### src/design/u8d_pkg.sv
// shared types and constants for the utf-8 decoder with position tracking
`default_nettype none
package u8d_pkg;

    localparam int CP_W  = 21;
    localparam int POS_W = 24;
    localparam int BYTE_W = 8;
    localparam int TDATA_OUT_W = 72;

    localparam logic [CP_W-1:0] NEWLINE_CP = CP_W'(8'h0A);

    // one decoded event: a character, or a run of error characters for a cut sequence
    typedef struct packed {
        logic [1:0]      count;
        logic [CP_W-1:0] cp;
        logic            bad;
        logic            last;
    } u8d_desc_t;

endpackage
`default_nettype wire

### src/design/utf8_decoder_with_position.sv
// Streaming UTF-8 decoder with line and column tagging.
//
// Input channel (s_): one source byte per item in s_tdata[7:0]; s_tlast marks the
// final byte of a text. Result channel (m_): one decoded character per item with
// code point, line and column in m_tdata, m_tuser set for an invalid lead byte or
// a sequence cut by the end of text, and m_tlast on the final character.
// Bytes that only extend an open sequence produce no result item.
// A completed character passes through the descriptor register and then the output
// register. Throughput is one byte per cycle while the receiver keeps up; a
// sequence cut by s_tlast expands into up to three error characters, sent one per
// cycle from the result stage while m_tready is high; the input holds off meanwhile.
// Reset (aresetn low, synchronous) clears any open sequence, empties both
// registers and returns the position to line 1, column 0; the same position reset
// follows every final character. When the receiver stalls, the output register
// holds its item and the descriptor register behind it fills, after which
// s_tready drops; nothing is lost or repeated.
`default_nettype none
module utf8_decoder_with_position (
    input  wire                                aclk,
    input  wire                                aresetn,
    input  wire                                s_tvalid,
    output logic                               s_tready,
    input  wire  [u8d_pkg::BYTE_W-1:0]         s_tdata,  // byte_in[7:0]
    input  wire                                s_tlast,
    output logic                               m_tvalid,
    input  wire                                m_tready,
    // code_point[20:0], line_number[44:21], column_number[68:45], zero[71:69]
    output logic [u8d_pkg::TDATA_OUT_W-1:0]    m_tdata,
    output logic                               m_tuser,  // bad_sequence
    output logic                               m_tlast
);
    import u8d_pkg::*;

    logic      desc_valid;
    logic      desc_take;
    u8d_desc_t desc;

    u8d_decode u_decode (
        .aclk       (aclk),
        .aresetn    (aresetn),
        .s_tvalid   (s_tvalid),
        .s_tready   (s_tready),
        .s_tdata    (s_tdata),
        .s_tlast    (s_tlast),
        .desc_take  (desc_take),
        .desc_valid (desc_valid),
        .desc       (desc)
    );

    u8d_expand u_expand (
        .aclk       (aclk),
        .aresetn    (aresetn),
        .desc_valid (desc_valid),
        .desc       (desc),
        .desc_take  (desc_take),
        .m_tvalid   (m_tvalid),
        .m_tready   (m_tready),
        .m_tdata    (m_tdata),
        .m_tuser    (m_tuser),
        .m_tlast    (m_tlast)
    );

endmodule
`default_nettype wire

### src/design/u8d_decode.sv
// sequence assembly: registers a descriptor for each character or error
`default_nettype none
module u8d_decode (
    input  wire                          aclk,
    input  wire                          aresetn,
    input  wire                          s_tvalid,
    output logic                         s_tready,
    input  wire  [u8d_pkg::BYTE_W-1:0]   s_tdata,
    input  wire                          s_tlast,
    input  wire                          desc_take,
    output logic                         desc_valid,
    output u8d_pkg::u8d_desc_t           desc
);
    import u8d_pkg::*;

    logic [CP_W-1:0] partial_reg, partial_next;
    logic [2:0]      expected_reg, expected_next;
    logic [1:0]      held_reg, held_next;
    logic            desc_valid_reg;
    u8d_desc_t       desc_reg;
    u8d_desc_t       dec;
    logic [2:0]      cnt;
    logic [2:0]      diff;
    logic [CP_W-1:0] cont_bits;
    logic [CP_W-1:0] assembled;
    logic            accept;

    assign s_tready   = !desc_valid_reg || desc_take;
    assign accept     = s_tvalid && s_tready;
    assign desc_valid = desc_valid_reg;
    assign desc       = desc_reg;

    assign cnt  = {1'b0, held_reg} + 3'd1;
    assign diff = expected_reg - cnt;

    always_comb begin
        case (diff[1:0])
            2'd0:    cont_bits = CP_W'(s_tdata[5:0]);
            2'd1:    cont_bits = CP_W'({s_tdata[5:0], 6'd0});
            2'd2:    cont_bits = CP_W'({s_tdata[5:0], 12'd0});
            default: cont_bits = '0;
        endcase
    end

    assign assembled = partial_reg | cont_bits;

    always_comb begin
        partial_next  = partial_reg;
        expected_next = expected_reg;
        held_next     = held_reg;
        dec.count     = 2'd0;
        dec.cp        = '0;
        dec.bad       = 1'b0;
        dec.last      = s_tlast;
        if (expected_reg == 3'd0) begin
            if (!s_tdata[7]) begin
                dec.count = 2'd1;
                dec.cp    = CP_W'(s_tdata);
            end else if (s_tdata[7:5] == 3'b110) begin
                partial_next  = CP_W'({s_tdata[4:0], 6'd0});
                expected_next = 3'd2;
                held_next     = 2'd1;
            end else if (s_tdata[7:4] == 4'b1110) begin
                partial_next  = CP_W'({s_tdata[3:0], 12'd0});
                expected_next = 3'd3;
                held_next     = 2'd1;
            end else if (s_tdata[7:3] == 5'b11110) begin
                partial_next  = CP_W'({s_tdata[2:0], 18'd0});
                expected_next = 3'd4;
                held_next     = 2'd1;
            end else begin
                dec.count = 2'd1;
                dec.bad   = 1'b1;
            end
            // lead byte of a multi-byte sequence on the final item
            if (s_tlast && dec.count == 2'd0) begin
                dec.count = 2'd1;
                dec.bad   = 1'b1;
            end
        end else begin
            if (cnt >= expected_reg) begin
                dec.count     = 2'd1;
                dec.cp        = assembled;
                partial_next  = '0;
                expected_next = 3'd0;
                held_next     = 2'd0;
            end else if (s_tlast) begin
                dec.count     = cnt[1:0];
                dec.bad       = 1'b1;
                partial_next  = '0;
                expected_next = 3'd0;
                held_next     = 2'd0;
            end else begin
                partial_next = assembled;
                held_next    = cnt[1:0];
            end
        end
        if (s_tlast) begin
            partial_next  = '0;
            expected_next = 3'd0;
            held_next     = 2'd0;
        end
    end

    always_ff @(posedge aclk) begin
        if (!aresetn) begin
            partial_reg    <= '0;
            expected_reg   <= 3'd0;
            held_reg       <= 2'd0;
            desc_valid_reg <= 1'b0;
        end else begin
            if (accept) begin
                partial_reg    <= partial_next;
                expected_reg   <= expected_next;
                held_reg       <= held_next;
                desc_valid_reg <= (dec.count != 2'd0);
            end else if (desc_take) begin
                desc_valid_reg <= 1'b0;
            end
        end
    end

    always_ff @(posedge aclk) begin
        if (accept) begin
            desc_reg <= dec;
        end
    end

`ifndef SYNTHESIS
    a_idle_held: assert property (@(posedge aclk) disable iff (!aresetn)
        expected_reg == 3'd0 |-> held_reg == 2'd0)
        else $error("held byte count without open sequence");
    a_held_below_len: assert property (@(posedge aclk) disable iff (!aresetn)
        expected_reg != 3'd0 |-> {1'b0, held_reg} < expected_reg && held_reg != 2'd0)
        else $error("held byte count out of range");
    a_last_clears: assert property (@(posedge aclk) disable iff (!aresetn)
        accept && s_tlast |=> expected_reg == 3'd0 && desc_valid_reg)
        else $error("final item left sequence open or gave no character");
`endif
endmodule
`default_nettype wire

### src/design/u8d_expand.sv
// result stage: one character per cycle unless the output stalls, line and column tracking, output register
`default_nettype none
module u8d_expand (
    input  wire                                aclk,
    input  wire                                aresetn,
    input  wire                                desc_valid,
    input  u8d_pkg::u8d_desc_t                 desc,
    output logic                               desc_take,
    output logic                               m_tvalid,
    input  wire                                m_tready,
    output logic [u8d_pkg::TDATA_OUT_W-1:0]    m_tdata,
    output logic                               m_tuser,
    output logic                               m_tlast
);
    import u8d_pkg::*;

    logic [POS_W-1:0] line_reg, line_now;
    logic [POS_W-1:0] col_reg, col_now;
    logic             first_reg;
    logic [1:0]       idx_reg;
    logic             m_tvalid_reg;
    logic [CP_W-1:0]  cp_reg;
    logic [POS_W-1:0] line_out_reg, col_out_reg;
    logic             bad_reg, last_reg;
    logic             out_load, emit, is_final, res_last;

    assign out_load  = !m_tvalid_reg || m_tready;
    assign emit      = out_load && desc_valid;
    assign is_final  = idx_reg == (desc.count - 2'd1);
    assign desc_take = emit && is_final;
    assign res_last  = desc.last && is_final;

    always_comb begin
        line_now = line_reg;
        col_now  = col_reg;
        if (!first_reg) begin
            if (desc.cp == NEWLINE_CP) begin
                if (line_reg != '1) line_now = line_reg + POS_W'(1);
                col_now = '0;
            end else if (col_reg != '1) begin
                col_now = col_reg + POS_W'(1);
            end
        end
    end

    always_ff @(posedge aclk) begin
        if (!aresetn) begin
            line_reg     <= POS_W'(1);
            col_reg      <= '0;
            first_reg    <= 1'b1;
            idx_reg      <= 2'd0;
            m_tvalid_reg <= 1'b0;
        end else begin
            if (emit) begin
                m_tvalid_reg <= 1'b1;
                idx_reg      <= is_final ? 2'd0 : idx_reg + 2'd1;
                if (res_last) begin
                    // text ends here, next item starts over at line 1
                    line_reg  <= POS_W'(1);
                    col_reg   <= '0;
                    first_reg <= 1'b1;
                end else begin
                    line_reg  <= line_now;
                    col_reg   <= col_now;
                    first_reg <= 1'b0;
                end
            end else if (m_tready) begin
                m_tvalid_reg <= 1'b0;
            end
        end
    end

    always_ff @(posedge aclk) begin
        if (emit) begin
            cp_reg       <= desc.cp;
            line_out_reg <= line_now;
            col_out_reg  <= col_now;
            bad_reg      <= desc.bad;
            last_reg     <= res_last;
        end
    end

    assign m_tvalid = m_tvalid_reg;
    assign m_tdata  = {3'd0, col_out_reg, line_out_reg, cp_reg};
    assign m_tuser  = bad_reg;
    assign m_tlast  = last_reg;

`ifndef SYNTHESIS
    a_idx_in_burst: assert property (@(posedge aclk) disable iff (!aresetn)
        desc_valid |-> idx_reg < desc.count)
        else $error("burst index beyond descriptor count");
    a_idx_idle: assert property (@(posedge aclk) disable iff (!aresetn)
        idx_reg != 2'd0 |-> desc_valid)
        else $error("burst index set with no descriptor");
    a_first_pos: assert property (@(posedge aclk) disable iff (!aresetn)
        emit && first_reg |=> m_tvalid && line_out_reg == POS_W'(1) && col_out_reg == '0)
        else $error("first character of a text not at line 1 column 0");
    a_bad_zero: assert property (@(posedge aclk) disable iff (!aresetn)
        m_tvalid && m_tuser |-> cp_reg == '0)
        else $error("error character with nonzero code point");
`endif
endmodule
`default_nettype wire
### config.mk
export PLATFORM = sky130hd
export DESIGN_NAME = utf8_decoder_with_position
export DESIGN_NICKNAME = d
export VERILOG_FILES = /design/src/design/u8d_pkg.sv /design/src/design/utf8_decoder_with_position.sv /design/src/design/u8d_decode.sv /design/src/design/u8d_expand.sv
export SDC_FILE = /design/constraint.sdc
export NUM_CORES = 1
export LEC_CHECK = 0
export BUFFER_PORTS_ARGS = -buffer_cell sky130_fd_sc_hd__buf_2
export CELL_PAD_IN_SITES_DETAIL_PLACEMENT = 0
export CELL_PAD_IN_SITES_GLOBAL_PLACEMENT = 1
export CORE_MARGIN = 2
export CORE_UTILIZATION = 46
export DETAILED_ROUTE_END_ITERATION = 16
export GPL_TIMING_DRIVEN = 0
export PLACE_DENSITY_LB_ADDON = 0.1
export SYNTH_ARGS = -nofsm -noshare
export SYNTH_HDL_FRONTEND = slang
export SYNTH_SLANG_ARGS = --single-unit
### constraint.sdc
create_clock -name aclk -period 4.97 [get_ports aclk]
set_input_delay 0 -clock aclk [delete_from_list [all_inputs] [get_ports aclk]]
set_output_delay 0 -clock aclk [all_outputs]
set_load 0.03 [all_outputs]
# --- Word-level counts from Yosys, hierarchy flattened ---
# Index checks and enable logic that the tools add are counted.
word_totals:
  register_bits: 175
  in_bits: 13
  out_inout_bits: 76
  wordCells: 109
classes:
  n_addsub: 6
  n_lt_le_gt_ge: 1
  eq_ne: 11
  mux: 54
  bitwise_logic: 1
  n_reduce_logical: 18
op_table:
  columns: ["op", "count"]
  rows:
  - ["$mux 24", 9]
  - ["$mux 21", 8]
  - ["$pmux 18 s3", 1]
  - ["$add 24x1->24 const B", 2]
  - ["$ne 24x24->1 const B", 2]
  - ["$mux 2", 15]
  - ["$eq 21x4->1 const B", 1]
  - ["$mux 3", 7]
  - ["$or 21x18->21", 1]
  - ["$mux 1", 13]
  - ["$mux 7", 1]
  - ["$reduce_bool 2->1", 3]
  - ["$eq 5x5->1 const B", 1]
  - ["$logic_and 1x1->1", 5]
  - ["$ne 5x5->1 const B", 1]
  - ["$eq 4x4->1 const B", 1]
  - ["$logic_not 2->1", 2]
  - ["$reduce_and 4->1", 1]
  - ["$add 2x1->3 const B", 1]
  - ["$eq 3x3->1 const B", 1]
  - ["$ge 3x3->1", 1]
  - ["$logic_not 3->1", 1]
  - ["$ne 3x3->1 const B", 1]
  - ["$reduce_and 3->1", 1]
  - ["other kinds (9)", 11]

# --- Logic depth before layout (Yosys ltp) ---
depth:
  depth_word: 12
  mapped_depth: 9
  depth_no_buf: 7

# --- Hierarchy ---
# Synthesis repeated with hierarchy kept, for this count alone.
hier_totals:
  cells_unflattened: 785
  area_unflattened_um2: 7977.7
by_module_without_submodules:
  columns: ["module", "instances", "cells_per_inst", "area_per_inst_um2", "seq_area_each_um2"]
  rows:
  - ["u8d_expand", 1, 554, 5674.2, 3173.0]
  - ["u8d_decode", 1, 231, 2303.5, 1291.2]

# --- Least setup slack after synthesis ---
# No wires, ideal clock.
synth_timing:
  kind: "register -> register"
  startpoint: "register u_expand.m_tvalid_reg, in the netlist u_expand.m_tvalid"
  endpoint: "register u_expand.col_reg[1]"
  setup_time_ps: 117
  arrival_ps: 3635
  t_required_ps: 4853
  setup_slack_ps: 1218
  stages_incl_launch_ff: 8
  path_buffers: 1
  synth_period_minus_slack_ps: 3752
  path_cell_list: "dfxtp_1 -> nand2b_1 -> nand2_1 -> clkinv_1 -> nand3_1 -> clkbuf_1 -> nor2_1 -> a32o_1"
synth_between:
  elab_chain_cells: 3
synth_lines:
  columns: ["element", "line_no", "rtl"]
  rows:
  - ["from (decl)", "u8d_expand.sv:21", "logic m_tvalid_reg;"]
  - ["from (signal assigned)", "u8d_expand.sv:52", "m_tvalid_reg <= 1'b0;"]
  - ["from (signal assigned)", "u8d_expand.sv:55", "m_tvalid_reg <= 1'b1;"]
  - ["from (signal assigned)", "u8d_expand.sv:68", "m_tvalid_reg <= 1'b0;"]
  - ["$logic_not 1->1", "u8d_expand.sv:27", "assign out_load = !m_tvalid_reg || m_tready;"]
  - ["$logic_or 1x1->1", "u8d_expand.sv:27", null]
  - ["$logic_and 1x1->1", "u8d_expand.sv:28", "assign emit = out_load && desc_valid;"]
  - ["via u_expand.emit", "u8d_expand.sv:25", "logic out_load, emit, is_final, res_last;"]
  - ["to (signal assigned)", "u8d_expand.sv:64", "col_reg <= col_now;"]
  - ["to (decl)", "u8d_expand.sv:18", "logic [POS_W-1:0] col_reg, col_now;"]
# The timed path passes the listed nets, and every way through them passes these cells.
# A chain may end at the register's enable or synchronous reset.

# --- Worst setup path after layout ---
# Same ends and word-level chain as after synthesis.

==> results.sh <==
export IMPL_drive_gt1_share_pct=16.77
export IMPL_io_buffers=83
export IMPL_grt_pass1_vias=6678
export IMPL_place_area_um2=9076
export IMPL_synth_area_um2=8346
export IMPL_cts_buffer_depth=2
export IMPL_yosysWarnings=0
export IMPL_yosysSeqAreaShare_pct=53.49
export IMPL_power_leakage_nw=3.561
export IMPL_grt_max_degree=43
export IMPL_maxCapViolations=0
export IMPL_areaGrowthSynthToFinish_pct=16.94
export IMPL_cts_setup_buffers=0
export IMPL_routabilityCongestion=0.8651
export IMPL_viasPerCell=5.805
export IMPL_fin_ws_ns=1.798
export IMPL_finalCritPeriodShare_pct=63.83
export IMPL_layout_min_cycle_time_ns=3.172
export IMPL_ant_nets=0
export IMPL_antenna_found_initial=0
export IMPL_io_pins=89
export IMPL_worstSetupStartpointType="register"
export IMPL_die_h_um=138.7
export IMPL_rows=49
export IMPL_worst_pin_slew_ns=1.192
export IMPL_diodes=0
export IMPL_hp_class="input port to register"
export IMPL_place_ws_ns=1.787
export IMPL_drc=0
export IMPL_rsz0062_at_grt="no"
export IMPL_finalHoldViolations=0
export IMPL_num_vias=6728
export IMPL_crit_reg2reg_launch="u_expand.m_tvalid"
export IMPL_cts_root_buf="clkbuf_16"
export IMPL_outcome="finished, final reports clean"
export IMPL_critPathLaunch="u_expand.m_tvalid"
export IMPL_numCtsBuffers=17
export IMPL_cp_required_ns=5.29
export IMPL_synth_cells=804
export IMPL_die_w_um=138.7
export IMPL_drt_wl_total_um=21320
export IMPL_grt_pass1_wl_um=34860
export IMPL_path_class="register to register"
export IMPL_htreeDepth=4
export IMPL_async_reset_ff_share_pct=0
export IMPL_cp_end_kind="register"
export IMPL_finish_instance_area_um2=9759
export IMPL_clkSinkCount=175
export IMPL_clkTransAtPathRegs_ns=0.07
export IMPL_core_um2=17900
export IMPL_grt_use_total_pct=22.36
export IMPL_total_power_w=0.003271
export IMPL_hpwl_um=15350
export IMPL_worstSkewPairLatency_ns=0.44
export IMPL_fin_nets=937
export IMPL_synth_main_ff_cell="edfxtp_1"
export IMPL_final_common_cell="edfxtp_1"
export IMPL_synth_edf_count=96
export IMPL_synth_cell_types=75
export IMPL_path_max_fanout=42
export IMPL_synth_seq_cells=175
export IMPL_slew_headroom_pct=20.55
export IMPL_worstPathArrival_ns=3.49
export IMPL_initialDrtViolationCount=481
export IMPL_dr_pass1_iters=5
export IMPL_finClkSkew_ns=0.01385
export IMPL_wl_per_cell_um=18.40
export IMPL_min_from="s_tdata[6]"
export IMPL_syn_avg_cell_area_um2=10.38
export IMPL_largest_reg_flops=25
export IMPL_power_density_nw_per_um2=335.2
export IMPL_initial_core_util_pct=46.62
export IMPL_overflow=0
export IMPL_design_die_area_um2=19240
export IMPL_setup_viol=0
export IMPL_cts_tree="built"
export IMPL_final_max_slew_viol_count=0
export IMPL_final_cell_mix="edfxtp_1, buf_2, dfxtp_1"
export IMPL_fmax_mhz=315.2
export IMPL_irDropWorstVdd_v=0.0002641
## cell families (layout without fill, tap and decap cells)
family / Yosys count / after routing / share of synthesized area (%)
muxes: 11 / 11 / 1.469
buffers and inverters: 77 / 201 / 4.108
adders and majority gates: 7 / 7 / 1.049
AOI/OAI and AO/OA: 176 / 176 / 14.53
DFF: 175 / 175 / 53.49
and+or+nand+nor: 309 / 309 / 20.18
xor gates and xnor gates: 48 / 48 / 5.127
other: 1 / 3 / 0.04493
## stage by stage
stage	hold slack [ns]	utilization (%)	setup TNS, ns	instances
finish	0.05197	54.52	0	1159
global route	0.08745	54.52	0	1159
CTS	0.03910	54.52	0	1159
detailed placement	0.2421	50.70	0	1119
global placement	0.2398	50.58	-0.9683	1118
floorplan	0.09887	-	0	806
## final timing paths
path,endpoint,slack (ns),depth (start not counted)
worst max-delay path,u_expand.col_reg[1],1.80,8
worst max register to register,u_expand.col_reg[1],1.80,8
worst min register to register,u_expand.m_tuser,0.44,0
worst min-delay path,u_decode.desc[1],0.05,3
## cell usage after synthesis (13+ instances only)
cell type   n  area share [%]
dfxtp_1    79              19
a31oi_1    30             2.2
nor2_1     70             3.1
and3_1     13            0.97
o211ai_1   13             1.2
nand2_1    68             3.1
inv_1      24             1.1
clkbuf_1   28             1.3
xnor2_1    37             3.9
nor4_1     16             1.2
a21oi_1    40             2.4
nand3_1    25             1.5
o21ai_0    17             1.0
a22o_1     15             1.6
edfxtp_1   96              35
nand4_1    22             1.6
## metal layers
layer	up-vias	track usage, %	part of all wire (%)
li1	3236	-	-
met1	3281	29.57	45
met2	184	38.33	49
met3	27	3.522	4.3
met4	0	6.433	1.5
met5	-	0	0
## power by group
group / total [W] / switching (W) / internal, W / leakage, nW
logic: 0.000320 / 0.000233 / 0.0000875 / 1.68
clock network: 0.00134 / 0.000657 / 0.000683 / 0.295
registers: 0.00161 / 0.0000250 / 0.00159 / 1.58
## worst max-delay path, cell delays in order (launching register included)
cell and delay [ns]:
dfxtp_1 0.33, nand2b_1 0.07, nand2_1 0.36, clkinv_2 0.64, buf_12 0.41, nand3_1 0.32
clkbuf_1 0.46, nor2_1 0.15, a32o_1 0.28
## cell type report
cell class / instances / area, µm²
clock inverter: 14 / 172.7
multi-input combinational: 554 / 3546
timing repair buffer: 92 / 515.5
clock buffer: 18 / 430.4
tap: 229 / 286.5
sequential: 175 / 4464
inverter: 27 / 102.6
fill: 1622 / 8143
buffer: 50 / 241.5
## timing repair
action	CTS	global route
resized for setup	0	0
hold buffers	8	0
endpoints found under the hold margin	22	0
Power figures use the tool's default switching activity.
